**src/rtl/core/ddrw_pkg.sv**
```systemverilog
// Package for the decimal digit register writer: field widths, driver addresses,
// and the microprogram ROM (control word type and contents).
// Depends on nothing.
package ddrw_pkg;

  localparam int VALUE_W        = 27;
  localparam int ADDR_W         = 4;
  localparam int DATA_W         = 8;
  localparam int BITCNT_W       = $clog2(VALUE_W);
  localparam int MAX_DIGITS_DEF = 8;

  localparam logic [ADDR_W-1:0] SCAN_LIMIT_ADDR = 4'hB;

  // Largest number that fits in n decimal digits; elaboration only.
  function automatic logic [VALUE_W-1:0] largest_shown(input int n);
    longint lim;
    lim = 1;
    for (int k = 0; k < n; k++) begin
      lim = lim * 10;
    end
    return VALUE_W'(lim - 1);
  endfunction

  typedef logic [2:0] step_t;

  localparam step_t STEP_WAIT  = 3'd0;
  localparam step_t STEP_CONV  = 3'd1;
  localparam step_t STEP_COUNT = 3'd2;
  localparam step_t STEP_SCAN  = 3'd3;
  localparam step_t STEP_DIGIT = 3'd4;

  typedef enum logic [2:0] {
    DP_LOAD,
    DP_DABBLE,
    DP_COUNT,
    DP_SCAN,
    DP_DIGIT
  } dp_op_t;

  typedef enum logic [1:0] {
    COND_ALWAYS,
    COND_START,
    COND_BITS_DONE,
    COND_DIGITS_DONE
  } cond_t;

  typedef struct packed {
    dp_op_t op;
    cond_t  cond;
    step_t  t_true;
    step_t  t_false;
  } ctrl_word_t;

  // Microprogram: one control word per step.
  function automatic ctrl_word_t ucode_rom(input step_t step);
    ctrl_word_t w;
    case (step)
      STEP_WAIT:  w = '{DP_LOAD,   COND_START,       STEP_CONV,  STEP_WAIT};
      STEP_CONV:  w = '{DP_DABBLE, COND_BITS_DONE,   STEP_COUNT, STEP_CONV};
      STEP_COUNT: w = '{DP_COUNT,  COND_ALWAYS,      STEP_SCAN,  STEP_SCAN};
      STEP_SCAN:  w = '{DP_SCAN,   COND_ALWAYS,      STEP_DIGIT, STEP_DIGIT};
      STEP_DIGIT: w = '{DP_DIGIT,  COND_DIGITS_DONE, STEP_WAIT,  STEP_DIGIT};
      default:    w = '{DP_LOAD,   COND_ALWAYS,      STEP_WAIT,  STEP_WAIT};
    endcase
    return w;
  endfunction

endpackage

```
**src/rtl/core/decimal_digit_register_writer.sv**
```systemverilog
// Decimal digit register writer: binary to BCD by shift-and-add-3, then the
// register writes for a seven-segment digit driver. Uses ddrw_pkg.
//
// Usage:
//   Input channel: drive in_value and raise start; the item is taken at the
//   rising edge where start is high and busy is low. Values above the largest
//   number that MAX_DIGITS decimal digits can show saturate to that number.
//   Result channel: each register write appears on out_reg_address,
//   out_reg_data and out_last for exactly one cycle with out_valid high. The
//   receiver cannot stall; writes come on consecutive cycles.
//   Writes per item: first the scan-limit register (address 11) with the digit
//   count minus one, then digit registers 1..count, least significant digit
//   first, leading zeros suppressed (zero shows as one digit). out_last marks
//   the final write of the item.
// Timing: after acceptance, conversion takes one input bit per cycle through the
//   shared add-3 stage, a count step finds the digit count, then one write per
//   cycle follows: scan limit plus 1..MAX_DIGITS digits. busy stays high until
//   the final write is on the ports; no new item is taken before then.
// Reset: rst_n (synchronous, active low) returns the sequencer to its wait step
//   and drops out_valid; no clearing pass is needed.
module decimal_digit_register_writer #(
  parameter int MAX_DIGITS = ddrw_pkg::MAX_DIGITS_DEF
) (
  input  logic                         clk,
  input  logic                         rst_n,
  input  logic                         start,
  output logic                         busy,
  input  logic [ddrw_pkg::VALUE_W-1:0] in_value,
  output logic                         out_valid,
  output logic [ddrw_pkg::ADDR_W-1:0]  out_reg_address,
  output logic [ddrw_pkg::DATA_W-1:0]  out_reg_data,
  output logic                         out_last
);

  localparam int BCD_W = 4 * MAX_DIGITS;
  localparam int CNT_W = $clog2(MAX_DIGITS + 1);
  localparam logic [ddrw_pkg::VALUE_W-1:0] TOP = ddrw_pkg::largest_shown(MAX_DIGITS);

  // Sequencer
  ddrw_pkg::step_t      step_r, step_nxt;
  ddrw_pkg::ctrl_word_t cw;
  logic                 cond_ok;

  // Datapath
  logic [ddrw_pkg::VALUE_W-1:0]  val_r, val_nxt;
  logic [BCD_W-1:0]              bcd_r, bcd_nxt, bcd_adj;
  logic [ddrw_pkg::BITCNT_W-1:0] bit_cnt_r, bit_cnt_nxt;
  logic [CNT_W-1:0]              cnt_r, cnt_nxt, cnt_calc;
  logic [CNT_W-1:0]              dig_r, dig_nxt;

  // Result register
  logic                        out_valid_r, out_valid_nxt;
  logic [ddrw_pkg::ADDR_W-1:0] out_addr_r, out_addr_nxt;
  logic [ddrw_pkg::DATA_W-1:0] out_data_r, out_data_nxt;
  logic                        out_last_r, out_last_nxt;

  assign cw   = ddrw_pkg::ucode_rom(step_r);
  assign busy = (step_r != ddrw_pkg::STEP_WAIT);

  // Evaluate the jump condition of the current control word.
  always_comb begin
    case (cw.cond)
      ddrw_pkg::COND_ALWAYS:      cond_ok = 1'b1;
      ddrw_pkg::COND_START:       cond_ok = start;
      ddrw_pkg::COND_BITS_DONE:   cond_ok = (bit_cnt_r == '0);
      ddrw_pkg::COND_DIGITS_DONE: cond_ok = (dig_r == cnt_r);
      default:                    cond_ok = 1'b0;
    endcase
  end

  assign step_nxt = cond_ok ? cw.t_true : cw.t_false;

  // Add 3 to every BCD digit of 5 or more before the shift.
  always_comb begin
    for (int i = 0; i < MAX_DIGITS; i++) begin
      bcd_adj[4*i +: 4] = (bcd_r[4*i +: 4] >= 4'd5) ? bcd_r[4*i +: 4] + 4'd3
                                                    : bcd_r[4*i +: 4];
    end
  end

  // Significant digit count: position of the highest nonzero digit, at least one.
  always_comb begin
    cnt_calc = CNT_W'(1);
    for (int i = 0; i < MAX_DIGITS; i++) begin
      if (bcd_r[4*i +: 4] != 4'd0) begin
        cnt_calc = CNT_W'(i + 1);
      end
    end
  end

  // Datapath actions per control word.
  always_comb begin
    val_nxt       = val_r;
    bcd_nxt       = bcd_r;
    bit_cnt_nxt   = bit_cnt_r;
    cnt_nxt       = cnt_r;
    dig_nxt       = dig_r;
    out_valid_nxt = 1'b0;
    out_addr_nxt  = out_addr_r;
    out_data_nxt  = out_data_r;
    out_last_nxt  = 1'b0;
    case (cw.op)
      ddrw_pkg::DP_LOAD: begin
        // Hold the latest input while waiting; the accepted one stays.
        val_nxt     = (in_value > TOP) ? TOP : in_value;
        bcd_nxt     = '0;
        bit_cnt_nxt = ddrw_pkg::BITCNT_W'(ddrw_pkg::VALUE_W - 1);
      end
      ddrw_pkg::DP_DABBLE: begin
        bcd_nxt     = {bcd_adj[BCD_W-2:0], val_r[ddrw_pkg::VALUE_W-1]};
        val_nxt     = {val_r[ddrw_pkg::VALUE_W-2:0], 1'b0};
        bit_cnt_nxt = bit_cnt_r - ddrw_pkg::BITCNT_W'(1);
      end
      ddrw_pkg::DP_COUNT: begin
        cnt_nxt = cnt_calc;
      end
      ddrw_pkg::DP_SCAN: begin
        out_valid_nxt = 1'b1;
        out_addr_nxt  = ddrw_pkg::SCAN_LIMIT_ADDR;
        out_data_nxt  = ddrw_pkg::DATA_W'(cnt_r - CNT_W'(1));
        dig_nxt       = CNT_W'(1);
      end
      ddrw_pkg::DP_DIGIT: begin
        // Emit the low digit, advance to the next one.
        out_valid_nxt = 1'b1;
        out_addr_nxt  = ddrw_pkg::ADDR_W'(dig_r);
        out_data_nxt  = ddrw_pkg::DATA_W'(bcd_r[3:0]);
        out_last_nxt  = (dig_r == cnt_r);
        bcd_nxt       = bcd_r >> 4;
        dig_nxt       = dig_r + CNT_W'(1);
      end
      default: begin
        out_valid_nxt = 1'b0;
      end
    endcase
  end

  always_ff @(posedge clk) begin
    if (!rst_n) begin
      step_r      <= ddrw_pkg::STEP_WAIT;
      out_valid_r <= 1'b0;
      out_last_r  <= 1'b0;
    end else begin
      step_r      <= step_nxt;
      out_valid_r <= out_valid_nxt;
      out_last_r  <= out_last_nxt;
    end
    val_r      <= val_nxt;
    bcd_r      <= bcd_nxt;
    bit_cnt_r  <= bit_cnt_nxt;
    cnt_r      <= cnt_nxt;
    dig_r      <= dig_nxt;
    out_addr_r <= out_addr_nxt;
    out_data_r <= out_data_nxt;
  end

  assign out_valid       = out_valid_r;
  assign out_reg_address = out_addr_r;
  assign out_reg_data    = out_data_r;
  assign out_last        = out_last_r;

  // An accepted item makes the block busy.
  a_accept_busy: assert property (@(posedge clk) disable iff (!rst_n)
    (start && !busy) |=> busy)
    else $error("busy not raised after accept");

  // Writes of one item come back to back until the flagged one.
  a_burst_contiguous: assert property (@(posedge clk) disable iff (!rst_n)
    (out_valid && !out_last) |=> out_valid)
    else $error("gap inside a write burst");

  // The scan-limit write is followed by digit register 1.
  a_scan_then_first: assert property (@(posedge clk) disable iff (!rst_n)
    (out_valid && out_reg_address == ddrw_pkg::SCAN_LIMIT_ADDR) |=>
      (out_valid && out_reg_address == ddrw_pkg::ADDR_W'(1)))
    else $error("first digit write missing after scan limit");

  // The flagged write ends the burst.
  a_last_ends: assert property (@(posedge clk) disable iff (!rst_n)
    (out_valid && out_last) |=> !out_valid)
    else $error("write after the final one");

endmodule

```
**config.mk**
```make
export PLATFORM = sky130hd
export DESIGN_NAME = decimal_digit_register_writer
export DESIGN_NICKNAME = d
export VERILOG_FILES = /design/src/rtl/core/ddrw_pkg.sv /design/src/rtl/core/decimal_digit_register_writer.sv
export SDC_FILE = /design/constraint.sdc
export NUM_CORES = 1
export LEC_CHECK = 0
export BUFFER_PORTS_ARGS = -buffer_cell sky130_fd_sc_hd__buf_2
export CORE_MARGIN = 2
export CORE_UTILIZATION = 35
export DETAILED_ROUTE_END_ITERATION = 6
export GPL_TIMING_DRIVEN = 1
export PLACE_DENSITY_LB_ADDON = 0.2
export SLEW_MARGIN = 20
export SYNTH_ARGS = -nofsm -noshare
export SYNTH_HDL_FRONTEND = slang
export SYNTH_SLANG_ARGS = --single-unit
```
**constraint.sdc**
```tcl
create_clock -name clk -period 8.78 [get_ports clk]
set_clock_uncertainty 0.1 [all_clocks]
set_input_delay 0.439 -clock clk [delete_from_list [all_inputs] [get_ports clk]]
set_output_delay 0.439 -clock clk [all_outputs]
set_load 0.02 [all_outputs]
```
==> results of run 1 <==
## layout by cell type, fill, tap and decap left out, types with 2 or more instances in the layout
cell / n
bufinv_16: 2
nor2b_1: 4
edfxtp_1: 81
ha_1: 22
nand2b_1: 13
nor2_1: 54
nand2_1: 29
o22ai_1: 8
a31oi_1: 10
inv_1: 24
o21ai_1: 3
mux2_2: 6
dfxtp_1: 5
nor3b_1: 8
clkbuf_1: 2
nor3_1: 5
nand3_1: 3
clkbuf_16: 9
a32o_1: 3
nand4_1: 2
xnor2_1: 15
a22o_1: 3
buf_4: 5
nor4b_1: 3
o32ai_1: 5
or3b_1: 4
o21ai_0: 21
buf_2: 44
mux2i_1: 2
a31o_2: 4
xor2_1: 9
a21oi_1: 32
and2_1: 7
## area by class of cell
type                    count  area [um2]  share of cell area, %
flip-flops and latches     86        2530                   47.3
multi-input cells         293        1920                   35.9
repair buffers             50         285                   5.33
clock buffers              11         233                   4.35
well taps                 176         220                   4.11
inverters                  24        90.1                   1.68
clock inverters             4        72.6                   1.36
## path summary, 6_finish.rpt
| path | end | start | slack, ps | cells past startpoint |
|---|---|---|---|---|
| max | step_r[2] | step_r[1] | 6530 | 4 |
| max reg2reg | step_r[2] | step_r[1] | 6530 | 4 |
| min reg2reg | val_r[26] | val_r[25] | 410 | 2 |
| min | out_last | rst_n | 270 | 2 |
## sequential cells by signal (all words and copies together), names as in the netlist
| signal | flops |
|---|---|
| cnt_r | 4 |
| bcd_r | 32 |
| out_reg_data | 5 |
| out_reg_address | 4 |
| out_last | 1 |
| dig_r | 4 |
| out_valid | 1 |
| step_r | 3 |
| val_r | 27 |
| bit_cnt_r | 5 |
## layer usage
metal	vias up	wire, um
li1	1608	-
met1	1532	4480
met2	65	4350
met3	9	336
met4	0	145
met5	-	0
## cell families (layout without fill, tap and decap cells)
kind of cell / count (synthesis) / count (layout) / synth area share (%)
AOI/OAI and AO/OA: 99 / 99 / 13.3
buffers and inverters: 46 / 89 / 4.78
muxes: 8 / 8 / 1.88
and+or+nand+nor: 140 / 140 / 15.3
xor gates and xnor gates: 24 / 24 / 4.51
DFF: 86 / 86 / 54.4
adders and majority gates: 22 / 22 / 5.91
## power groups by stage
stage                     registers, mW  clock network (mW)  logic [mW]
after global placement            0.485                   0      0.0643
final                             0.477               0.397      0.0649
after CTS                         0.477               0.409      0.0657
after floorplan                   0.482                   0      0.0481
after global routing              0.479               0.429      0.0723
after detailed placement          0.485                   0      0.0653
## worst max-delay path: stages (launching register included)
cell and delay (ps):
dfxtp_1 590, or3b_1 780, o21ai_4 290, and2_4 250, nor2b_2 130
## through the flow
stage | worst slack, ps | hold slack (ps) | instances
global route | 6340 | 278 | 644
finish | 6530 | 269 | 644
detailed placement | 6490 | 405 | 628
floorplan | 5950 | 384 | 425
global placement | 6520 | 399 | 628
CTS | 6510 | 267 | 643
==> impl_metrics.py, run 1 <==
metrics = {
    "critical_path": {
        "required_ps": 8910,
        "criticalPathCategory": "flop to flop",
        "critPathMaxFanout": 23,
        "worst_ep_arrival_time_ps": 2390,
        "end_kind": "flop",
        "startpoint_type": "flop",
    },
    "logic_synthesis": {
        "yosys.area.top_type": "edfxtp_1",
        "ys_warn_count": 0,
        "syn_nets": 477,
        "synth_seq_cells": 86,
        "syn_area_um2": 4660,
        "netlist.area_leader.share_pct": 52.2,
        "ys_types": 48,
        "synth-seq-area-share_pct": 54.4,
        "yosysMostFrequentCell": "edfxtp_1",
        "yosys_most_used_dff": "edfxtp_1",
        "yosys-top-cells-count": "edfxtp_1 (81), nor2_1 (54), a21oi_1 (33)",
        "synth_area_leaders": "edfxtp_1 (52%), ha_1 (5.9%), nor2_1 (4.4%)",
        "synth_edf_count": 81,
        "async_reset_ff_share_pct": 0,
        "netlist_instances": 425,
        "synth_area_per_cell_um2": 11.0,
    },
    "drt": {
        "vias_per_cell": 4.99,
        "route.detailed.drc": 0,
        "finalWirelength_mm": 9.31,
        "drtIter0Drc": 203,
        "ant_nets": 0,
        "avgRoutedWirePerCell_um": 14.5,
        "first_pass_iters": 4,
        "via_count": 3214,
    },
    "timing": {
        "period_minus_slack_ps": 2250,
        "slew_headroom_pct": 30.5,
        "finalSetupViolCount": 0,
        "tns_ps": 0,
        "worstMarginPinSlew_ps": 1040,
        "post-route-period-util_pct": 25.6,
        "maxSlewViolCount": 0,
        "hold_viol": 0,
        "clock.fmax_ghz": 0.444,
        "rsz0062_at_grt": "no",
    },
    "cts": {
        "cts_buffers": 9,
        "cts_tree": "built",
        "clkLatencyLatePin_ps": 340,
        "cts.path.max_buffers": 2,
        "h-tree-depth": 3,
        "ctsResizeCount": 0,
        "clock-sinks": 86,
        "cts_setup_buffers": 0,
        "cts_hold_buffers": 0,
        "root_buffer": "clkbuf_16",
        "cts.clk_slew.worst_paths_ps": 60,
    },
    "final_layout": {
        "design_area_um2": 5360,
        "drive_above_1_share_pct": 17.3,
        "postLayoutCoreUtil_pct": 40.8,
        "num-nets-final": 516,
        "area_growth_pct": 14.9,
        "nFillCells": 1270,
        "diodes": 0,
    },
    "flow_run": {
        "drv_cap": 0,
    },
    "floorplan": {
        "initial_utilization_pct": 35.5,
        "fp.coreArea_um2": 13100,
        "num_io_pins": 45,
        "fp.dieW_um": 119,
        "die_h_um": 119,
        "std_cell_rows": 42,
        "die_area_um2": 14300,
    },
    "power_and_ir_drop": {
        "swShare_pct": 20.9,
        "p_switching_uw": 196,
        "total_power_uw": 939,
        "p_seq_share_pct": 50.8,
        "clockPowerShare_pct": 42.3,
        "ir_drop_v": 0.0000952,
        "p_per_area_nw_per_um2": 175,
        "p_leak_nw": 1.99,
        "pwr-share-comb_pct": 6.9,
        "p_int_uw": 743,
    },
    "placed_design": {
        "place_area_um2": 5020,
        "dp_hpwl_mm": 6.26,
        "port_buffers": 44,
        "gp_congestion": 0.760,
    },
    "global_routing": {
        "grt_pass1_vias": 3069,
        "antenna_found_initial": 0,
        "grt_pass1_wl_mm": 15.3,
        "grtUsageMet2_pct": 21.2,
        "grt_overflow": 0,
        "grt_start_max_net_pins": 54,
        "grtUsageMet1_pct": 18.5,
        "grt.busiest_layer": "met2",
        "use_met3_pct": 3.16,
        "track_usage_pct": 13.7,
    },
    "hold_path": {
        "hold_path_class": "input port to flop",
    },
    "run_status": {
        "status": "finished, final reports clean",
    },
}
Note: power is estimated with default switching activity, not from simulation.
==> run 2, diff against run 1 <==
Clock period 8.78 ns to 2.36 ns, I/O delays scaled along.
==> impl_metrics.py, run 2 (synthesis results as in run 1) <==
metrics = {
    "final_layout": {
        "largest_reg_flops": 32,
        "nFillCells": 1273,
        "diodes": 0,
        "postLayoutCoreUtil_pct": 41.3,
        "finalNonFillerCells": 654,
        "layout.cells.most_common": "edfxtp_1",
        "top_register": "bcd_r",
        "drive_above_1_share_pct": 18.2,
        "num-nets-final": 525,
        "layout_common_cells": "edfxtp_1 (81), nor2_1 (54), buf_2 (44)",
        "area_growth_pct": 16.5,
        "largestRegisters": "bcd_r: 32 flops, val_r: 27 flops",
        "multi_input_area_um2": 1920,
        "seq_area_um2": 2530,
        "design_area_um2": 5430,
    },
    "drt": {
        "avgRoutedWirePerCell_um": 14.6,
        "route.detailed.drc": 0,
        "drtIter0Drc": 222,
        "finalWirelength_mm": 9.53,
        "via_count": 3323,
        "ant_nets": 0,
        "first_pass_iters": 4,
        "vias_per_cell": 5.08,
    },
    "floorplan": {
        "fp.dieW_um": 119,
        "num_io_pins": 45,
        "die_h_um": 119,
        "fp.coreArea_um2": 13100,
        "die_area_um2": 14300,
        "initial_utilization_pct": 35.5,
        "std_cell_rows": 42,
    },
    "cts": {
        "cts.path.max_buffers": 2,
        "h-tree-depth": 3,
        "cts.clk_slew.worst_paths_ps": 70,
        "root_buffer": "clkbuf_16",
        "clock-sinks": 86,
        "clkLatencyLatePin_ps": 350,
        "cts_buffers": 9,
        "cts_tree": "built",
        "ctsResizeCount": 0,
        "cts_hold_buffers": 5,
        "cts_setup_buffers": 0,
    },
    "critical_path": {
        "max_stage_delay_ps": 420,
        "cpMostUsedCell": "a31oi_1",
        "r2r_slack_ps": 350,
        "timing.rr.end": "cnt_r[0]",
        "crit_buf_inv": 1,
        "r2r_start": "bcd_r[4]",
        "required_ps": 2430,
        "criticalPathCategory": "flop to flop",
        "path_cells": "inv_1, ha_1, or3b_1, a31oi_1, o211ai_1, a31oi_1",
        "end_kind": "flop",
        "critPathMaxFanout": 4,
        "critPathTopFamily": "compound AO/OA/AOI/OAI gates",
        "reg2reg_depth": 6,
        "slowest_stage": "edfxtp_1",
        "worst_ep_arrival_time_ps": 2080,
        "startpoint_type": "flop",
    },
    "hold_path": {
        "hold_path_class": "input port to flop",
        "holdPathEnd": "val_r[17]",
        "holdCritStartpoint": "in_value[17]",
        "hold_depth": 2,
    },
    "timing": {
        "post-route-period-util_pct": 85.2,
        "worstMarginPinSlew_ps": 531,
        "final.setup.worst_slack_ps": 349,
        "rsz0062_at_grt": "no",
        "slew_headroom_pct": 64.6,
        "period_minus_slack_ps": 2010,
        "maxSlewViolCount": 0,
        "holdWs_ps": 21.1,
        "clock.fmax_ghz": 0.497,
        "hold_viol": 0,
        "tns_ps": 0,
        "finalSetupViolCount": 0,
    },
    "placed_design": {
        "dp_cells": 633,
        "dp_hpwl_mm": 6.40,
        "port_buffers": 44,
        "gp_congestion": 0.810,
        "place_area_um2": 5080,
        "place_ws_ps": 395,
    },
    "global_routing": {
        "antenna_found_initial": 0,
        "grt_pass1_wl_mm": 15.8,
        "grt_start_max_net_pins": 38,
        "track_usage_pct": 14.1,
        "grt_overflow": 0,
        "grt_pass1_vias": 3212,
    },
    "power_and_ir_drop": {
        "p_per_area_nw_per_um2": 638,
        "p_leak_nw": 2.02,
        "ir_drop_v": 0.000354,
        "total_power_mw": 3.46,
    },
    "flow_run": {
        "drv_cap": 0,
    },
    "run_status": {
        "status": "finished, final reports clean",
    },
}
-- run 2: where the power goes --
| part | switching (mW) | total [mW] | internal (mW) |
|---|---|---|---|
| clock | 0.602 | 1.43 | 0.823 |
| sequential | 0.0299 | 1.77 | 1.74 |
| combinational | 0.147 | 0.263 | 0.115 |
| total | 0.780 | 3.46 | 2.68 |
-- run 2: layout make-up --
type	count	area share (%)
Clock buffer	11	4.29
Clock inverter	5	1.13
Inverter	24	1.66
Multi-Input combinational cell	293	35.4
Sequential cell	86	46.6
Tap cell	176	4.06
Timing Repair Buffer	59	6.82
-- run 2: worst max path at each step --
stage	startpoint	to	slack, ps	depth (start not counted)
CTS	bcd_r[4]	bcd_r[6]	380	6
finish	bcd_r[4]	cnt_r[0]	350	6
global placement	bcd_r[4]	cnt_r[0]	410	6
floorplan	step_r[2]	step_r[2]	220	4
detailed placement	bcd_r[4]	bcd_r[6]	400	6
global route	bcd_r[8]	bcd_r[10]	200	6
-- run 2: per-layer routing --
metal / GRT usage, % / routed length (um)
met1: 18.7 / 4580
met2: 22.1 / 4500
met3: 3.26 / 326
met4: 5.88 / 120
met5: 0 / 0
-- run 2: worst reg2reg max path, stage by stage (launching register included) --
cell	delay [ps]
edfxtp_1	420
inv_1	150
ha_1	230
or3b_1	390
a31oi_1	220
o211ai_1	110
a31oi_1	230
==> run 3, diff against run 2 <==
Settings changed: RECOVER_POWER set to 25.
==> impl_metrics.py, run 3 (synthesis results as in run 1) <==
metrics = {
    "final_layout": {
        "finalNonFillerCells": 654,
        "layout.cells.most_common": "edfxtp_1",
        "largest_reg_flops": 32,
        "num-nets-final": 525,
        "layout_common_cells": "edfxtp_1 (81), nor2_1 (54), a21oi_1 (32)",
        "area_growth_pct": 15.8,
        "nFillCells": 1279,
        "largestRegisters": "bcd_r: 32 flops, val_r: 27 flops",
        "top_register": "bcd_r",
        "drive_above_1_share_pct": 14.6,
        "diodes": 0,
    },
    "placed_design": {
        "gp_congestion": 0.810,
        "dp_cells": 633,
        "port_buffers": 44,
        "dp_hpwl_mm": 6.40,
    },
    "critical_path": {
        "max_stage_delay_ps": 420,
        "cpMostUsedCell": "a31oi_1",
        "end_kind": "flop",
        "critPathTopFamily": "compound AO/OA/AOI/OAI gates",
        "path_cells": "inv_1, ha_1, or3b_1, a31oi_1, o211ai_1, a31oi_1",
        "slowest_stage": "edfxtp_1",
        "startpoint_type": "flop",
        "critPathMaxFanout": 4,
        "criticalPathCategory": "flop to flop",
        "worst_ep_arrival_time_ps": 2080,
        "crit_buf_inv": 1,
        "required_ps": 2430,
    },
    "floorplan": {
        "initial_utilization_pct": 35.5,
        "fp.dieW_um": 119,
        "std_cell_rows": 42,
        "die_area_um2": 14300,
        "num_io_pins": 45,
        "die_h_um": 119,
        "fp.coreArea_um2": 13100,
    },
    "drt": {
        "drtIter0Drc": 215,
        "vias_per_cell": 5.07,
        "via_count": 3317,
        "avgRoutedWirePerCell_um": 14.6,
        "finalWirelength_mm": 9.57,
        "ant_nets": 0,
        "route.detailed.drc": 0,
        "first_pass_iters": 4,
    },
    "global_routing": {
        "antenna_found_initial": 0,
        "grt_start_max_net_pins": 38,
        "track_usage_pct": 14.1,
        "grt_pass1_vias": 3212,
        "grt_overflow": 0,
        "grt_pass1_wl_mm": 15.8,
    },
    "power_and_ir_drop": {
        "total_power_mw": 3.46,
        "p_per_area_nw_per_um2": 641,
        "p_leak_nw": 1.96,
        "ir_drop_v": 0.000354,
    },
    "timing": {
        "hold_viol": 0,
        "post-route-period-util_pct": 85.2,
        "finalSetupViolCount": 0,
        "worstMarginPinSlew_ps": 873,
        "period_minus_slack_ps": 2010,
        "tns_ps": 0,
        "clock.fmax_ghz": 0.497,
        "holdWs_ps": 20.9,
        "slew_headroom_pct": 41.8,
        "rsz0062_at_grt": "no",
        "maxSlewViolCount": 0,
    },
    "hold_path": {
        "hold_path_class": "input port to flop",
    },
    "cts": {
        "clock-sinks": 86,
        "root_buffer": "clkbuf_16",
        "h-tree-depth": 3,
        "ctsResizeCount": 0,
        "cts_tree": "built",
        "clkLatencyLatePin_ps": 350,
        "cts.path.max_buffers": 2,
        "cts_buffers": 9,
        "cts.clk_slew.worst_paths_ps": 70,
    },
    "flow_run": {
        "drv_cap": 0,
    },
    "run_status": {
        "status": "finished, final reports clean",
    },
}
==> run 3: cell count changes in the layout (fill, tap and decap cells not counted) <==
cell      change
buf_2        -15
clkbuf_1     +16
nor3b_1       +1
buf_4         -4
clkbuf_2      +3
nor3b_2       -1
==> run 3: cell type report <==
| type | instances | area (um2) | share of cell area [%] |
|---|---|---|---|
| Clock inverter | 5 | 61.3 | 1.14 |
| Clock buffer | 11 | 233 | 4.31 |
| Sequential cell | 86 | 2530 | 46.9 |
| Multi-Input combinational cell | 293 | 1920 | 35.5 |
| Timing Repair Buffer | 59 | 340 | 6.31 |
| Tap cell | 176 | 220 | 4.08 |
| Inverter | 24 | 90.1 | 1.67 |
==> run 3: stage by stage <==
| step | worst slack, ps | instance area, um2 | util, % |
|---|---|---|---|
| floorplan | 217 | 4660 | - |
| global placement | 409 | 5080 | 38.7 |
| detailed placement | 395 | 5080 | 38.7 |
| CTS | 377 | 5430 | 41.3 |
| global route | 204 | 5390 | 41.1 |
| finish | 348 | 5390 | 41.1 |
==> run 3: worst register-to-register path, delay by kind of cell, from the launching register on <==
family / cells / cell delay (ps)
AND/OR/NAND/NOR: 1 / 390
flip-flops: 1 / 420
adder cells (fa/ha/maj): 1 / 230
buffers and inverters: 1 / 150
AO/OA/AOI/OAI: 3 / 560
==> run 3: path summary, 6_finish.rpt <==
| kind | startpoint | end | slack, ps | cells past startpoint |
|---|---|---|---|---|
| setup / recovery | bcd_r[4] | cnt_r[0] | 350 | 6 |
| hold / removal | in_value[17] | val_r[17] | 20 | 2 |
| setup reg to reg | bcd_r[4] | cnt_r[0] | 350 | 6 |
| hold reg to reg | val_r[25] | val_r[26] | 410 | 2 |
==> run 3: where the power goes <==
group	total, mW	switching [mW]	internal, mW
clock network	1.42	0.602	0.823
logic	0.260	0.147	0.113
registers	1.77	0.0296	1.74
total	3.46	0.779	2.68
==> run 3: metal layers <==
| metal | wire length (um) | up-vias | global-route usage, % |
|---|---|---|---|
| met4 | 120 | 0 | 5.88 |
| li1 | - | 1630 | - |
| met1 | 4610 | 1610 | 18.7 |
| met5 | 0 | - | 0 |
| met2 | 4480 | 66 | 22.1 |
| met3 | 354 | 11 | 3.26 |
==> run 3: what timing repair did <==
action / CTS / global route
hold endpoints to repair: 8 / 0
hold buffers: 5 / 0
buffers inserted: 0 / 0
